File: src/rtl/bst_pkg.sv
// Shared types for the breakpoint slot table: request and result words,
// request codes and the controller/datapath command and status groups.
// No dependencies.
`timescale 1ns / 1ps

package bst_pkg;

  localparam int SLOTS_DEF     = 8;
  localparam int ADDR_BITS_DEF = 32;

  typedef enum logic [2:0] {
    MODE_SET      = 3'd0,
    MODE_REM_SLOT = 3'd1,
    MODE_REM_ADDR = 3'd2,
    MODE_ENABLE   = 3'd3,
    MODE_DISABLE  = 3'd4,
    MODE_FIND     = 3'd5,
    MODE_HIT      = 3'd6,
    MODE_READ     = 3'd7
  } bst_mode_t;

  typedef struct packed {
    bst_mode_t   mode;
    logic [31:0] address;
    logic [3:0]  slot_id;
    logic [1:0]  bp_type;
    logic [31:0] bp_length;
  } bst_in_t;

  typedef struct packed {
    logic        ok;
    logic [2:0]  slot_out;
    logic [31:0] entry_address;
    logic [1:0]  entry_type;
    logic [31:0] entry_length;
    logic        entry_enabled;
    logic [31:0] entry_hits;
  } bst_out_t;

  // controller -> datapath
  typedef struct packed {
    logic load_req;      // latch the incoming word, reset the scan
    logic scan_run;      // issue the next scan read
    logic rd_slot;       // read the slot named by slot_id
    logic rd_match;      // read the hits of the slot just matched
    logic retire_direct; // finish a remove-slot, enable or disable
    logic retire_scan;   // finish set, remove-address or find at the match
    logic retire_fetch;  // finish read or hit from the fetched word
    logic retire_fail;   // finish with ok low
  } bst_cmd_t;

  // datapath -> controller
  typedef struct packed {
    bst_mode_t mode;
    logic      sid_ok;
    logic      match;
    logic      scan_end;
  } bst_sts_t;

endpackage

File: src/rtl/bst_ctrl.sv
// Request sequencer for the breakpoint slot table.
// Depends on bst_pkg; drives bst_dp through bst_cmd_t.
`timescale 1ns / 1ps

module bst_ctrl
  import bst_pkg::*;
(
  input  logic     clk,
  input  logic     rst_n,
  input  logic     start,
  output logic     busy,
  input  bst_sts_t sts,
  output bst_cmd_t cmd
);

  typedef enum logic [3:0] {
    ST_IDLE     = 4'b0001,
    ST_DISPATCH = 4'b0010,
    ST_SCAN     = 4'b0100,
    ST_FETCH    = 4'b1000
  } bst_state_t;

  bst_state_t state_r, state_nxt;

  always_ff @(posedge clk) begin
    if (!rst_n) begin
      state_r <= ST_IDLE;
    end else begin
      state_r <= state_nxt;
    end
  end

  assign busy = (state_r != ST_IDLE);

  always_comb begin
    state_nxt = state_r;
    cmd       = '0;
    unique case (state_r)
      ST_IDLE: begin
        if (start) begin
          cmd.load_req = 1'b1;
          state_nxt    = ST_DISPATCH;
        end
      end
      ST_DISPATCH: begin
        unique case (sts.mode)
          MODE_SET, MODE_REM_ADDR, MODE_FIND, MODE_HIT: begin
            cmd.scan_run = 1'b1;
            state_nxt    = ST_SCAN;
          end
          MODE_REM_SLOT, MODE_ENABLE, MODE_DISABLE: begin
            cmd.retire_direct = 1'b1;
            state_nxt         = ST_IDLE;
          end
          default: begin
            if (sts.sid_ok) begin
              cmd.rd_slot = 1'b1;
              state_nxt   = ST_FETCH;
            end else begin
              cmd.retire_fail = 1'b1;
              state_nxt       = ST_IDLE;
            end
          end
        endcase
      end
      ST_SCAN: begin
        if (sts.match) begin
          if (sts.mode == MODE_HIT) begin
            cmd.rd_match = 1'b1;
            state_nxt    = ST_FETCH;
          end else begin
            cmd.retire_scan = 1'b1;
            state_nxt       = ST_IDLE;
          end
        end else if (sts.scan_end) begin
          cmd.retire_fail = 1'b1;
          state_nxt       = ST_IDLE;
        end else begin
          cmd.scan_run = 1'b1;
        end
      end
      ST_FETCH: begin
        cmd.retire_fetch = 1'b1;
        state_nxt        = ST_IDLE;
      end
      default: begin
        state_nxt = ST_IDLE;
      end
    endcase
  end

endmodule

File: src/rtl/bst_dp.sv
// Datapath of the breakpoint slot table: slot memories, enable flags,
// the one-slot-per-cycle scan and the result register.
// Depends on bst_pkg; commanded by bst_ctrl.
`timescale 1ns / 1ps

module bst_dp
  import bst_pkg::*;
#(
  parameter int SLOTS     = SLOTS_DEF,
  parameter int ADDR_BITS = ADDR_BITS_DEF
) (
  input  logic     clk,
  input  logic     rst_n,
  input  bst_in_t  in_word,
  input  bst_cmd_t cmd,
  output bst_sts_t sts,
  output logic     out_valid,
  output bst_out_t out_word
);

  localparam int SW = (SLOTS > 1) ? $clog2(SLOTS) : 1;
  localparam int CW = $clog2(SLOTS + 1);
  localparam int AW = (ADDR_BITS < 32) ? ADDR_BITS : 32;

  typedef struct packed {
    logic [1:0]  kind;
    logic [31:0] len;
  } bst_attr_t;

  // slot storage; an entry reads as its reset value until first written
  logic [AW-1:0] addr_mem [SLOTS];
  bst_attr_t     attr_mem [SLOTS];
  logic [31:0]   hits_mem [SLOTS];

  logic [SLOTS-1:0] en_r, en_nxt;
  logic [SLOTS-1:0] av_r, av_nxt;   // addr/attr entry written
  logic [SLOTS-1:0] hv_r, hv_nxt;   // hits entry written

  bst_in_t       req_r;
  logic [CW-1:0] cnt_r;
  logic          chk_vld_r;
  logic [SW-1:0] chk_idx_r;
  logic [SW-1:0] fnd_idx_r;

  logic [AW-1:0] addr_q;
  bst_attr_t     attr_q;
  logic [31:0]   hits_q;

  bst_out_t res_r, res_nxt;
  logic     out_valid_r;

  logic [SW-1:0] rd_idx;
  logic [SW-1:0] sid_idx;
  logic [SW+3:0] sid_wide;
  logic [SW+2:0] chk_wide, fnd_wide;
  logic [AW-1:0] req_addr, chk_addr;
  logic          sid_ok, match, scan_more;

  logic          addr_we, attr_we, hits_we;
  logic [SW-1:0] addr_wi, attr_wi, hits_wi;
  logic [AW-1:0] addr_wd;
  bst_attr_t     attr_wd;
  logic [31:0]   hits_wd, hits_cur;

  assign sid_wide = {{SW{1'b0}}, req_r.slot_id};
  assign sid_idx  = sid_wide[SW-1:0];
  assign chk_wide = {3'b000, chk_idx_r};
  assign fnd_wide = {3'b000, fnd_idx_r};
  assign sid_ok   = (int'(req_r.slot_id) < SLOTS);
  assign req_addr = req_r.address[AW-1:0];
  assign chk_addr = av_r[chk_idx_r] ? addr_q : '0;
  assign scan_more = (cnt_r < CW'(SLOTS));

  // set looks for a free slot, the others for an enabled address match
  assign match = chk_vld_r &&
                 ((req_r.mode == MODE_SET) ? !en_r[chk_idx_r]
                                           : (en_r[chk_idx_r] && chk_addr == req_addr));

  assign sts.mode     = req_r.mode;
  assign sts.sid_ok   = sid_ok;
  assign sts.match    = match;
  assign sts.scan_end = chk_vld_r && (chk_idx_r == SW'(SLOTS - 1));

  always_comb begin
    if (cmd.rd_match) begin
      rd_idx = chk_idx_r;
    end else if (cmd.rd_slot) begin
      rd_idx = sid_idx;
    end else begin
      rd_idx = cnt_r[SW-1:0];
    end
  end

  // memory read ports, registered
  always_ff @(posedge clk) begin
    addr_q <= addr_mem[rd_idx];
    attr_q <= attr_mem[rd_idx];
    hits_q <= hits_mem[rd_idx];
  end

  always_ff @(posedge clk) begin
    if (addr_we) begin
      addr_mem[addr_wi] <= addr_wd;
    end
  end

  always_ff @(posedge clk) begin
    if (attr_we) begin
      attr_mem[attr_wi] <= attr_wd;
    end
  end

  always_ff @(posedge clk) begin
    if (hits_we) begin
      hits_mem[hits_wi] <= hits_wd;
    end
  end

  assign hits_cur = hv_r[fnd_idx_r] ? hits_q : '0;

  always_comb begin
    en_nxt  = en_r;
    av_nxt  = av_r;
    hv_nxt  = hv_r;
    addr_we = 1'b0;
    attr_we = 1'b0;
    hits_we = 1'b0;
    addr_wi = chk_idx_r;
    attr_wi = chk_idx_r;
    hits_wi = chk_idx_r;
    addr_wd = '0;
    attr_wd = '{kind: req_r.bp_type, len: req_r.bp_length};
    hits_wd = '0;
    res_nxt = '0;

    if (cmd.retire_direct) begin
      if (req_r.mode == MODE_REM_SLOT) begin
        if (sid_ok && en_r[sid_idx]) begin
          en_nxt[sid_idx] = 1'b0;
          addr_we         = 1'b1;
          addr_wi         = sid_idx;
          res_nxt.ok      = 1'b1;
        end
      end else if (sid_ok) begin
        en_nxt[sid_idx] = (req_r.mode == MODE_ENABLE);
        res_nxt.ok      = 1'b1;
      end
    end

    if (cmd.retire_scan) begin
      res_nxt.ok       = 1'b1;
      res_nxt.slot_out = chk_wide[2:0];
      case (req_r.mode)
        MODE_SET: begin
          en_nxt[chk_idx_r] = 1'b1;
          av_nxt[chk_idx_r] = 1'b1;
          hv_nxt[chk_idx_r] = 1'b1;
          addr_we           = 1'b1;
          addr_wd           = req_addr;
          attr_we           = 1'b1;
          hits_we           = 1'b1;
        end
        MODE_REM_ADDR: begin
          en_nxt[chk_idx_r] = 1'b0;
          addr_we           = 1'b1;
        end
        default: begin
        end
      endcase
    end

    if (cmd.retire_fetch) begin
      res_nxt.ok = 1'b1;
      if (req_r.mode == MODE_HIT) begin
        hits_we            = 1'b1;
        hits_wi            = fnd_idx_r;
        hits_wd            = hits_cur + 32'd1;
        hv_nxt[fnd_idx_r]  = 1'b1;
        res_nxt.slot_out   = fnd_wide[2:0];
        res_nxt.entry_hits = hits_wd;
      end else begin
        res_nxt.entry_address = av_r[sid_idx] ? 32'(addr_q) : 32'd0;
        res_nxt.entry_type    = av_r[sid_idx] ? attr_q.kind : 2'd0;
        res_nxt.entry_length  = av_r[sid_idx] ? attr_q.len : 32'd1;
        res_nxt.entry_enabled = en_r[sid_idx];
        res_nxt.entry_hits    = hv_r[sid_idx] ? hits_q : 32'd0;
      end
    end
  end

  always_ff @(posedge clk) begin
    if (!rst_n) begin
      en_r        <= '0;
      av_r        <= '0;
      hv_r        <= '0;
      cnt_r       <= '0;
      chk_vld_r   <= 1'b0;
      out_valid_r <= 1'b0;
    end else begin
      en_r        <= en_nxt;
      av_r        <= av_nxt;
      hv_r        <= hv_nxt;
      out_valid_r <= cmd.retire_direct | cmd.retire_scan |
                     cmd.retire_fetch | cmd.retire_fail;
      if (cmd.load_req) begin
        cnt_r     <= '0;
        chk_vld_r <= 1'b0;
      end else if (cmd.scan_run && scan_more) begin
        cnt_r     <= cnt_r + CW'(1);
        chk_vld_r <= 1'b1;
      end else begin
        chk_vld_r <= 1'b0;
      end
    end
  end

  always_ff @(posedge clk) begin
    if (cmd.load_req) begin
      req_r <= in_word;
    end
    if (cmd.scan_run) begin
      chk_idx_r <= cnt_r[SW-1:0];
    end
    if (cmd.rd_match) begin
      fnd_idx_r <= chk_idx_r;
    end
    res_r <= res_nxt;
  end

  assign out_valid = out_valid_r;
  assign out_word  = res_r;

endmodule

File: src/rtl/breakpoint_slot_table.sv
// Top level of the breakpoint slot table.
// Depends on bst_pkg, bst_ctrl and bst_dp.
//
//   channel   ports                   handshake
//   request   in_word                 taken when start high and busy low
//   result    out_word                out_valid high for one cycle, no stall
//
// A request occupies the block from acceptance until its result strobe.
// Slot-number requests and out-of-range reads retire from dispatch, read after
// a fetch of the slot; lookups and set walk the slots one per cycle through
// the address memory read port, hit with a fetch of the match's hit count.
// A new request may be accepted in the cycle the previous result shows.
// Reset is synchronous; all slots read as empty right after it, no sweep.
`timescale 1ns / 1ps

module breakpoint_slot_table
  import bst_pkg::*;
#(
  parameter int SLOTS     = SLOTS_DEF,
  parameter int ADDR_BITS = ADDR_BITS_DEF
) (
  input  logic     clk,
  input  logic     rst_n,
  input  logic     start,
  output logic     busy,
  input  bst_in_t  in_word,
  output logic     out_valid,
  output bst_out_t out_word
);

  bst_cmd_t cmd;
  bst_sts_t sts;

  bst_ctrl u_ctrl (
    .clk   (clk),
    .rst_n (rst_n),
    .start (start),
    .busy  (busy),
    .sts   (sts),
    .cmd   (cmd)
  );

  bst_dp #(
    .SLOTS     (SLOTS),
    .ADDR_BITS (ADDR_BITS)
  ) u_dp (
    .clk       (clk),
    .rst_n     (rst_n),
    .in_word   (in_word),
    .cmd       (cmd),
    .sts       (sts),
    .out_valid (out_valid),
    .out_word  (out_word)
  );

endmodule

File: config.mk
export PLATFORM = sky130hd
export DESIGN_NAME = breakpoint_slot_table
export DESIGN_NICKNAME = d
export VERILOG_FILES = /design/src/rtl/bst_pkg.sv /design/src/rtl/bst_ctrl.sv /design/src/rtl/bst_dp.sv /design/src/rtl/breakpoint_slot_table.sv
export SDC_FILE = /design/constraint.sdc
export NUM_CORES = 1
export LEC_CHECK = 0
export BUFFER_PORTS_ARGS = -buffer_cell sky130_fd_sc_hd__buf_2
export CAP_MARGIN = 20
export CORE_MARGIN = 2
export CORE_UTILIZATION = 40
export CTS_BUF_LIST = sky130_fd_sc_hd__clkbuf_4 sky130_fd_sc_hd__clkbuf_8
export CTS_CLUSTER_SIZE = 14
export DETAILED_ROUTE_END_ITERATION = 10
export SYNTH_ARGS = -nofsm -noshare
export SYNTH_HDL_FRONTEND = slang
export SYNTH_SLANG_ARGS = --single-unit
File: constraint.sdc
create_clock -name clk -period 8.5 [get_ports clk]
set_clock_uncertainty 0.15 [all_clocks]
set_input_delay 1.275 -clock clk [delete_from_list [all_inputs] [get_ports clk]]
set_output_delay 1.275 -clock clk [all_outputs]
set_load 0.03 [all_outputs]
==> summary.txt, run 1 <==
Clock tree
  • CTS resizes: 0
  • Deepest clock path buffer count: 3
  • Clock sinks: 1098
  • Postcts setup bufs: 0
  • CTS tree: built
  • Clock Pin Slew Worst Setup and Hold Paths: 0.06 ns
  • Post-CTS Hold Buffers: 0
  • Inserted Clock Buffers: 179
  • Clk root buf: clkbuf_8
  • CTS H-tree depth: 4
  • Clk_lat worst skew: 0.85 ns

Layout
  • Layout Nets: 3323
  • Layout cell share with drive strength beyond 1: 19.9%
  • Area grow syn2layout: 14.8%
  • Fill count: 9455
  • Commonest non-fill, non-tap cell in the layout: edfxtp_1
  • Commonest cells after routing, fill and taps aside: edfxtp_1 (863), a211oi_1 (594), inv_1 (320)

STA
  • Setup TNS: 0 ns
  • Tcrit/Tclk final: 65.3%
  • Final Hold Fails: 0
  • Setup violators final: 0
  • Fmax: 180 MHz
  • Slew Viols, Final: 0
  • Slew HR: 25.8%
  • Worst slew pin tran: 1.11 ns
  • Tmin final: 5.55 ns
  • RSZ-0062 raised after global routing: no

Logic synthesis
  • Yosys top cell by area: edfxtp_1
  • Post-Synth XOR/XNOR Area: 0.765%
  • Post-synthesis mux area share: 3.14%
  • Post-Syn Instances: 3051
  • Synth top area share: 59.6%
  • Adder-cell share of the synthesized area: 0.0575%
  • Compound-gate portion of the synthesized area: 15.7%
  • Synthesized net count: 3129
  • Top FF cell, synth: edfxtp_1
  • Synth cell types: 69
  • Yosys reg bits: 1098
  • Mapped cell area: 0.0435 mm2
  • Largest family of logic cells by synthesized area: compound AO/OA/AOI/OAI gates
  • Synth async-reset ratio: 0%
  • Post-synth EDFFs: 863
  • Sequential cell area fraction in the yosys report: 70.4%
  • Synth area leaders: edfxtp_1 (60%), dfxtp_1 (11%), a211oi_1 (10%)
  • Number of synthesis warnings: 0
  • Simple-Gate Fraction of Synth Area: 5.04%
  • Post-Syn Area per Cell: 14.3 um2

Global route
  • Gr usage total: 19.7%
  • First-pass GRT wire length: 167000 um
  • Vias in the first global route: 26536
  • Grt total ovfl: 0
  • Initial antenna violation count: 7
  • Largest net degree at the start of global routing: 184

Placement
  • Post-DP HPWL: 59600 um
  • GPL Wtd Cong: 0.799
  • Port-buffer cells: 180

Die
  • Area of the core: 0.108 mm2
  • I/O pin cnt: 181
  • Die W: 334 um
  • FP Rows: 120
  • Chip height: 334 um
  • Initial core utilization: 40.5%
  • Die Area: 0.111 mm2

Pwr
  • Max VDD drop: 140 uV
  • Leakage power: 17.1 nW
  • Total power: 10.9 mW
  • Power Density: 219 mW/mm2

Min path
  • Hold WC Path Type: flop to flop

Setup path
  • Critical Path Start Type: flop
  • Critical path type: flop to flop
  • Worst path arrival time: 6.13 ns
  • Setup crit end kind: flop
  • CP Max Fanout: 164
  • Worst path required time: 9.09 ns

Outcome
  • Status: completed

Flow run
  • Max-cap viol count: 0

Routing
  • Drt first pass iters: 5
  • Avg Vias per Cell: 5.51
  • Via count: 26465
  • WL per Instance: 23.1 um
  • Routed Antenna Nets: 0
  • Total Wirelength: 111000 um
  • Drt initial violations: 2303
  • Residual DRC: 0
cell type report:
class                           instances  area, um2  share of cell area, %
Antenna cell                            2       5.00                 0.0100
Clock buffer                          270       3290                   6.59
Clock inverter                         68        598                   1.20
Inverter                              322       1210                   2.43
Multi-Input combinational cell       1404      11000                   22.0
Sequential cell                      1098      30600                   61.3
Tap cell                             1403       1760                   3.52
Timing Repair Buffer                  240       1460                   2.93
worst paths after layout:
kind                    from  cells after the start                end  slack (ns)
min reg2reg   u_dp.attr_q[2]                      1  u_dp.out_word[35]        0.27
max          u_dp.attr_wi[0]                     11    u_dp.hits_q[19]        2.95
min           u_dp.attr_q[2]                      1  u_dp.out_word[35]        0.27
max reg2reg  u_dp.attr_wi[0]                     11    u_dp.hits_q[19]        2.95
cell families (layout without fill, tap and decap cells):
kind of cell | after synthesis | in the layout
buf+inv | 549 | 900
mux | 125 | 125
compound gates | 839 | 839
simple gates | 400 | 400
flops | 1098 | 1098
fa+ha+maj | 2 | 2
other cells | 0 | 2
xor+xnor | 38 | 38
sequential cells by signal, summed over array words and instances (netlist names), 8 cells and up:
| register | count |
|---|---|
| u_dp.attr_wd | 34 |
| u_dp.addr_mem | 256 |
| u_dp.hv_r | 8 |
| u_dp.en_r | 8 |
| u_dp.out_word | 103 |
| u_dp.req_addr | 32 |
| u_dp.hits_q | 32 |
| u_dp.av_r | 8 |
| u_dp.attr_q | 34 |
| u_dp.attr_mem | 272 |
| u_dp.hits_mem | 256 |
| u_dp.addr_q | 32 |
layer usage:
metal,track usage (%),wire length (um),up-vias
met5,0,8,-
met4,7.17,2860,2
met3,3.82,6560,191
met2,30.7,51200,870
met1,27.6,50500,13214
li1,-,-,12188
report_power, final:
| group | switching [mW] | internal [mW] |
|---|---|---|
| sequential | 0.0638 | 5.80 |
| clock | 2.11 | 2.77 |
| combinational | 0.115 | 0.0633 |
| total | 2.29 | 8.63 |
critical path, stage by stage, from the launching register on:
cell and delay [ns]:
edfxtp_1 0.39, buf_12 0.64, nor2_1 0.22, a22oi_1 0.50, and2_1 0.26, a31oi_1 0.22
nor4_4 0.37, buf_4 0.62, a21o_4 0.82, buf_12 0.45, mux2i_1 0.17, a2111oi_2 0.38
stage by stage:
stage          instances  setup WS [ns]  cell area [um2]  hold slack, ns  util, %
2_1_floorplan       3051           2.70            43500           0.256        -
3_3_place_gp        4467           3.08            46000           0.274     42.8
3_5_place_dp        4467           2.95            46000           0.261     42.8
4_1_cts             4805           2.95            49900           0.281     46.4
5_1_grt             4806           2.61            49900           0.300     46.5
6_report            4807           2.95            49900           0.272     46.5
synth_stat cells (23+ instances only):
cell type / instances
and2_1: 94
inv_1: 321
a21o_1: 25
mux2i_1: 113
nand2_1: 58
clkbuf_1: 193
dfxtp_1: 235
nor3_1: 28
a211oi_1: 594
a2111oi_1: 28
nand3_1: 25
a2111oi_2: 70
xnor2_1: 23
edfxtp_1: 863
nor2_1: 75
No activity file was read; power rests on OpenSTA's default activity.
==> inputs of run 2 (changes only) <==
ABC_AREA = 1   (was default)
clock period = 4.8 ns   (was 8.5 ns; I/O delays follow)
==> summary.txt, run 2 <==
Pwr
  • Power Density: 359 mW/mm2 (+64%)
  • Max VDD drop: 240 uV (+72%)
  • Leakage power: 25.0 nW (+46%)
  • Total power: 19.5 mW (+79%)

Placement
  • Port-buffer cells: 180 (unchanged)
  • Post-DP HPWL: 70200 um (+18%)
  • GPL Wtd Cong: 0.901 (+13%)
  • Post-Place Worst Slack: 0.190 ns (-2.76 ns)

Layout
  • Biggest register: u_dp.attr_mem
  • Fill count: 10739 (+14%)
  • Area grow syn2layout: 17.2%
  • Biggest registers after layout: u_dp.attr_mem x272, u_dp.addr_mem x256, u_dp.hits_mem x256
  • FF+latch area: 0.0306 mm2 (unchanged)
  • Layout Nets: 5216 (+57%)
  • Commonest non-fill, non-tap cell in the layout: inv_1
  • Max reg flops: 272 (unchanged)
  • Commonest cells after routing, fill and taps aside: inv_1 (1033), nand2_1 (993), nand3_1 (947)
  • Area of the multi-input gates: 0.0111 mm2 (+1.4%)
  • Layout cell share with drive strength beyond 1: 12.2% (-7.7 points)

Min path
  • Hold path start: start
  • Hold WC Path Type: input port to flop
  • Hold Path Sink: u_ctrl.state_r[0]
  • Hold Crit Depth: 3 (+2)

Clock tree
  • Deepest clock path buffer count: 3 (unchanged)
  • Clk_lat worst skew: 0.86 ns (about the same)
  • CTS H-tree depth: 4 (unchanged)
  • Inserted Clock Buffers: 183 (+2.2%)
  • Clock sinks: 1098 (unchanged)
  • Clock Pin Slew Worst Setup and Hold Paths: 0.06 ns (about the same)
  • Clk root buf: clkbuf_8
  • CTS tree: built

STA
  • Tcrit/Tclk final: 91.1% (+26 points)
  • Setup TNS: 0 ns (unchanged)
  • Slew Viols, Final: 0 (unchanged)
  • Slew HR: 30.9% (+5.1 points)
  • Worst slew pin tran: 1.04 ns (-0.0759 ns)
  • Fin Hold WS: 0.104 ns (-0.168 ns)
  • Tmin final: 4.37 ns (-1.18 ns)
  • Setup ws final: 0.427 ns (-2.52 ns)
  • Setup violators final: 0 (unchanged)
  • Final Hold Fails: 0 (unchanged)
  • RSZ-0062 raised after global routing: no
  • Fmax: 229 MHz (+27%)

Logic synthesis
  • Number of synthesis warnings: 0 (unchanged)
  • Synth async-reset ratio: 0% (unchanged)
  • Post-synthesis mux area share: 0% (-3.1 points)
  • Top FF cell, synth: edfxtp_1
  • Adder-cell share of the synthesized area: 0.0538% (-0.0037 points)
  • Top cells by count, synth: inv_1 (1039), nand2_1 (996), nand3_1 (947), edfxtp_1 (863), nor2_1 (272)
  • Post-Synth XOR/XNOR Area: 0.113% (-0.65 points)
  • Synthesized net count: 4904 (+57%)
  • Post-synth EDFFs: 863 (unchanged)
  • Yosys reg bits: 1098 (unchanged)
  • Simple-Gate Fraction of Synth Area: 21.4% (+16 points)
  • Synth cell types: 39 (-43%)
  • Most frequent cell after synthesis: inv_1
  • Yosys top cell by area: edfxtp_1
  • Synth top area share: 55.8% (-3.8 points)
  • Largest family of logic cells by synthesized area: simple AND/OR/NAND/NOR gates
  • Sequential cell area fraction in the yosys report: 65.9% (-4.5 points)
  • Post-Syn Instances: 4826 (+58%)
  • Post-Syn Area per Cell: 9.63 um2 (-32%)
  • Compound-gate portion of the synthesized area: 1.94% (-14 points)
  • Synth area leaders: edfxtp_1 (56%), nand3_1 (10%), dfxtp_1 (10%)
  • Mapped cell area: 0.0465 mm2 (+6.8%)

Setup path
  • CP Max Fanout: 55 (-66%)
  • R2r startpoint: u_dp.attr_wi[0]
  • Critical Path Start: u_dp.attr_wi[0]
  • Setup crit end kind: flop
  • Reg2Reg Capture Point: u_dp.addr_q[17]
  • Slack of the worst reg-to-reg path: 0.43 ns (-2.52 ns)
  • Critical path's largest stage delay: 0.46 ns (-0.36 ns)
  • Critical Path Start Type: flop
  • Worst Path Buf+Inv: 4 (+1)
  • Slowest cell on crit path: edfxtp_1
  • Critical path type: flop to flop
  • CP most frequent cell: nand2_1
  • Worst path top cell family by delay: simple AND/OR/NAND/NOR gates
  • Worst path required time: 5.39 ns (-3.70 ns)
  • Reg2reg path depth: 25 (+14)
  • Worst path arrival time: 4.96 ns (-1.17 ns)

Routing
  • Residual DRC: 0 (unchanged)
  • Via count: 33241 (+26%)
  • WL per Instance: 17.9 um (-22%)
  • Routed Antenna Nets: 0 (unchanged)
  • Total Wirelength: 122000 um (+10%)
  • Drt first pass iters: 5 (unchanged)
  • Avg Vias per Cell: 4.87 (-11%)
  • Drt initial violations: 3149 (+37%)

Die
  • Die Area: 0.119 mm2 (+6.8%)
  • Area of the core: 0.116 mm2 (+7.7%)
  • Chip height: 345 um (+3.3%)
  • Die W: 345 um (+3.3%)
  • I/O pin cnt: 181 (unchanged)
  • Initial core utilization: 40.2% (-0.31 points)
  • FP Rows: 125 (+4.2%)

Global route
  • Largest net degree at the start of global routing: 152 (-17%)
  • Gr usage total: 20.5% (+0.71 points)
  • First-pass GRT wire length: 187000 um (+12%)
  • Initial antenna violation count: 5 (-2)
  • Vias in the first global route: 31630 (+19%)
  • Grt total ovfl: 0 (unchanged)

Flow run
  • Max-cap viol count: 0 (unchanged)

Outcome
  • Status: completed
[run 2: cell types whose count changed in the layout (fill, tap and decap cells not counted), sizes merged, moves of 23 or more]
cell | previous run | this run
a211oi | 594 | 1
o21ai | 23 | 65
and2 | 94 | 0
nand2 | 58 | 999
nand3 | 25 | 947
dlygate4sd3 | 0 | 74
a21oi | 22 | 48
nor2 | 75 | 274
a21o | 25 | 2
mux2i | 113 | 0
inv | 331 | 1050
buf | 240 | 286
xnor2 | 23 | 0
a2111oi | 98 | 0
[run 2: power by group]
part | switching [mW] | total (mW) | internal (mW)
sequential | 0.0939 | 10.4 | 10.3
combinational | 0.322 | 0.489 | 0.168
clock | 3.82 | 8.67 | 4.85
total | 4.23 | 19.5 | 15.3
[run 2: worst register-to-register path: cells and delay by family (launching register included)]
| kind | cells | cell delay [ns] |
|---|---|---|
| buffers and inverters | 4 | 0.79 |
| DFF | 1 | 0.46 |
| and+or+nand+nor | 21 | 2.87 |
[run 2: how the worst max path moves through the flow]
| stage | endpoint | slack [ns] | depth (start not counted) |
|---|---|---|---|
| floorplan | u_dp.hits_mem[0][0] | 0.34 | 21 |
| finish | u_dp.addr_q[17] | 0.43 | 25 |
| global placement | u_dp.addr_mem[7][16] | 0.24 | 26 |
| global route | u_dp.addr_mem[7][11] | 0.01 | 25 |
| detailed placement | u_dp.addr_mem[7][17] | 0.19 | 26 |
| CTS | u_dp.addr_mem[7][27] | 0.16 | 26 |
[run 2: what timing repair did]
item | CTS | global route
buffers inserted | 0 | 11
endpoints found under the setup margin | 0 | 294
hold endpoints to repair | 74 | 0
gates resized for setup | 0 | 2
hold buffers | 74 | 0
[run 2: cell type report]
type | count | area share [%]
sequential | 1098 | 56.2
multi-input combinational | 2452 | 20.5
inverter | 1043 | 7.20
clock buffer | 275 | 6.20
timing repair buffer | 360 | 5.44
tap | 1524 | 3.50
clock inverter | 67 | 0.958
antenna | 1 | 0.00459
[run 2: logic make-up (layout without fill, tap and decap cells)]
group,Yosys count,after routing
and+or+nand+nor,2285,2285
buffers and inverters,1276,1745
DFF,1098,1098
AOI/OAI and AO/OA,159,159
xor gates and xnor gates,6,6
adders and majority gates,2,2
other,0,1
[run 2: metal layers]
metal | wire length, um | part of all wire (%) | global-route usage, % | up-vias
met1 | 55100 | 45 | 29.1 | 15646
met4 | 2950 | 2.4 | 6.72 | 2
met5 | 13 | 0.011 | 0 | -
met2 | 55100 | 45 | 31.6 | 1249
met3 | 9190 | 7.5 | 3.71 | 203
li1 | - | - | - | 16141
[run 2: through the flow]
step / utilization [%] / instance area [um2] / instances
floorplan: - / 46500 / 4826
global placement: 43.0 / 49700 / 6392
detailed placement: 43.0 / 49700 / 6392
CTS: 47.0 / 54400 / 6808
global route: 47.1 / 54500 / 6820
finish: 47.1 / 54500 / 6820
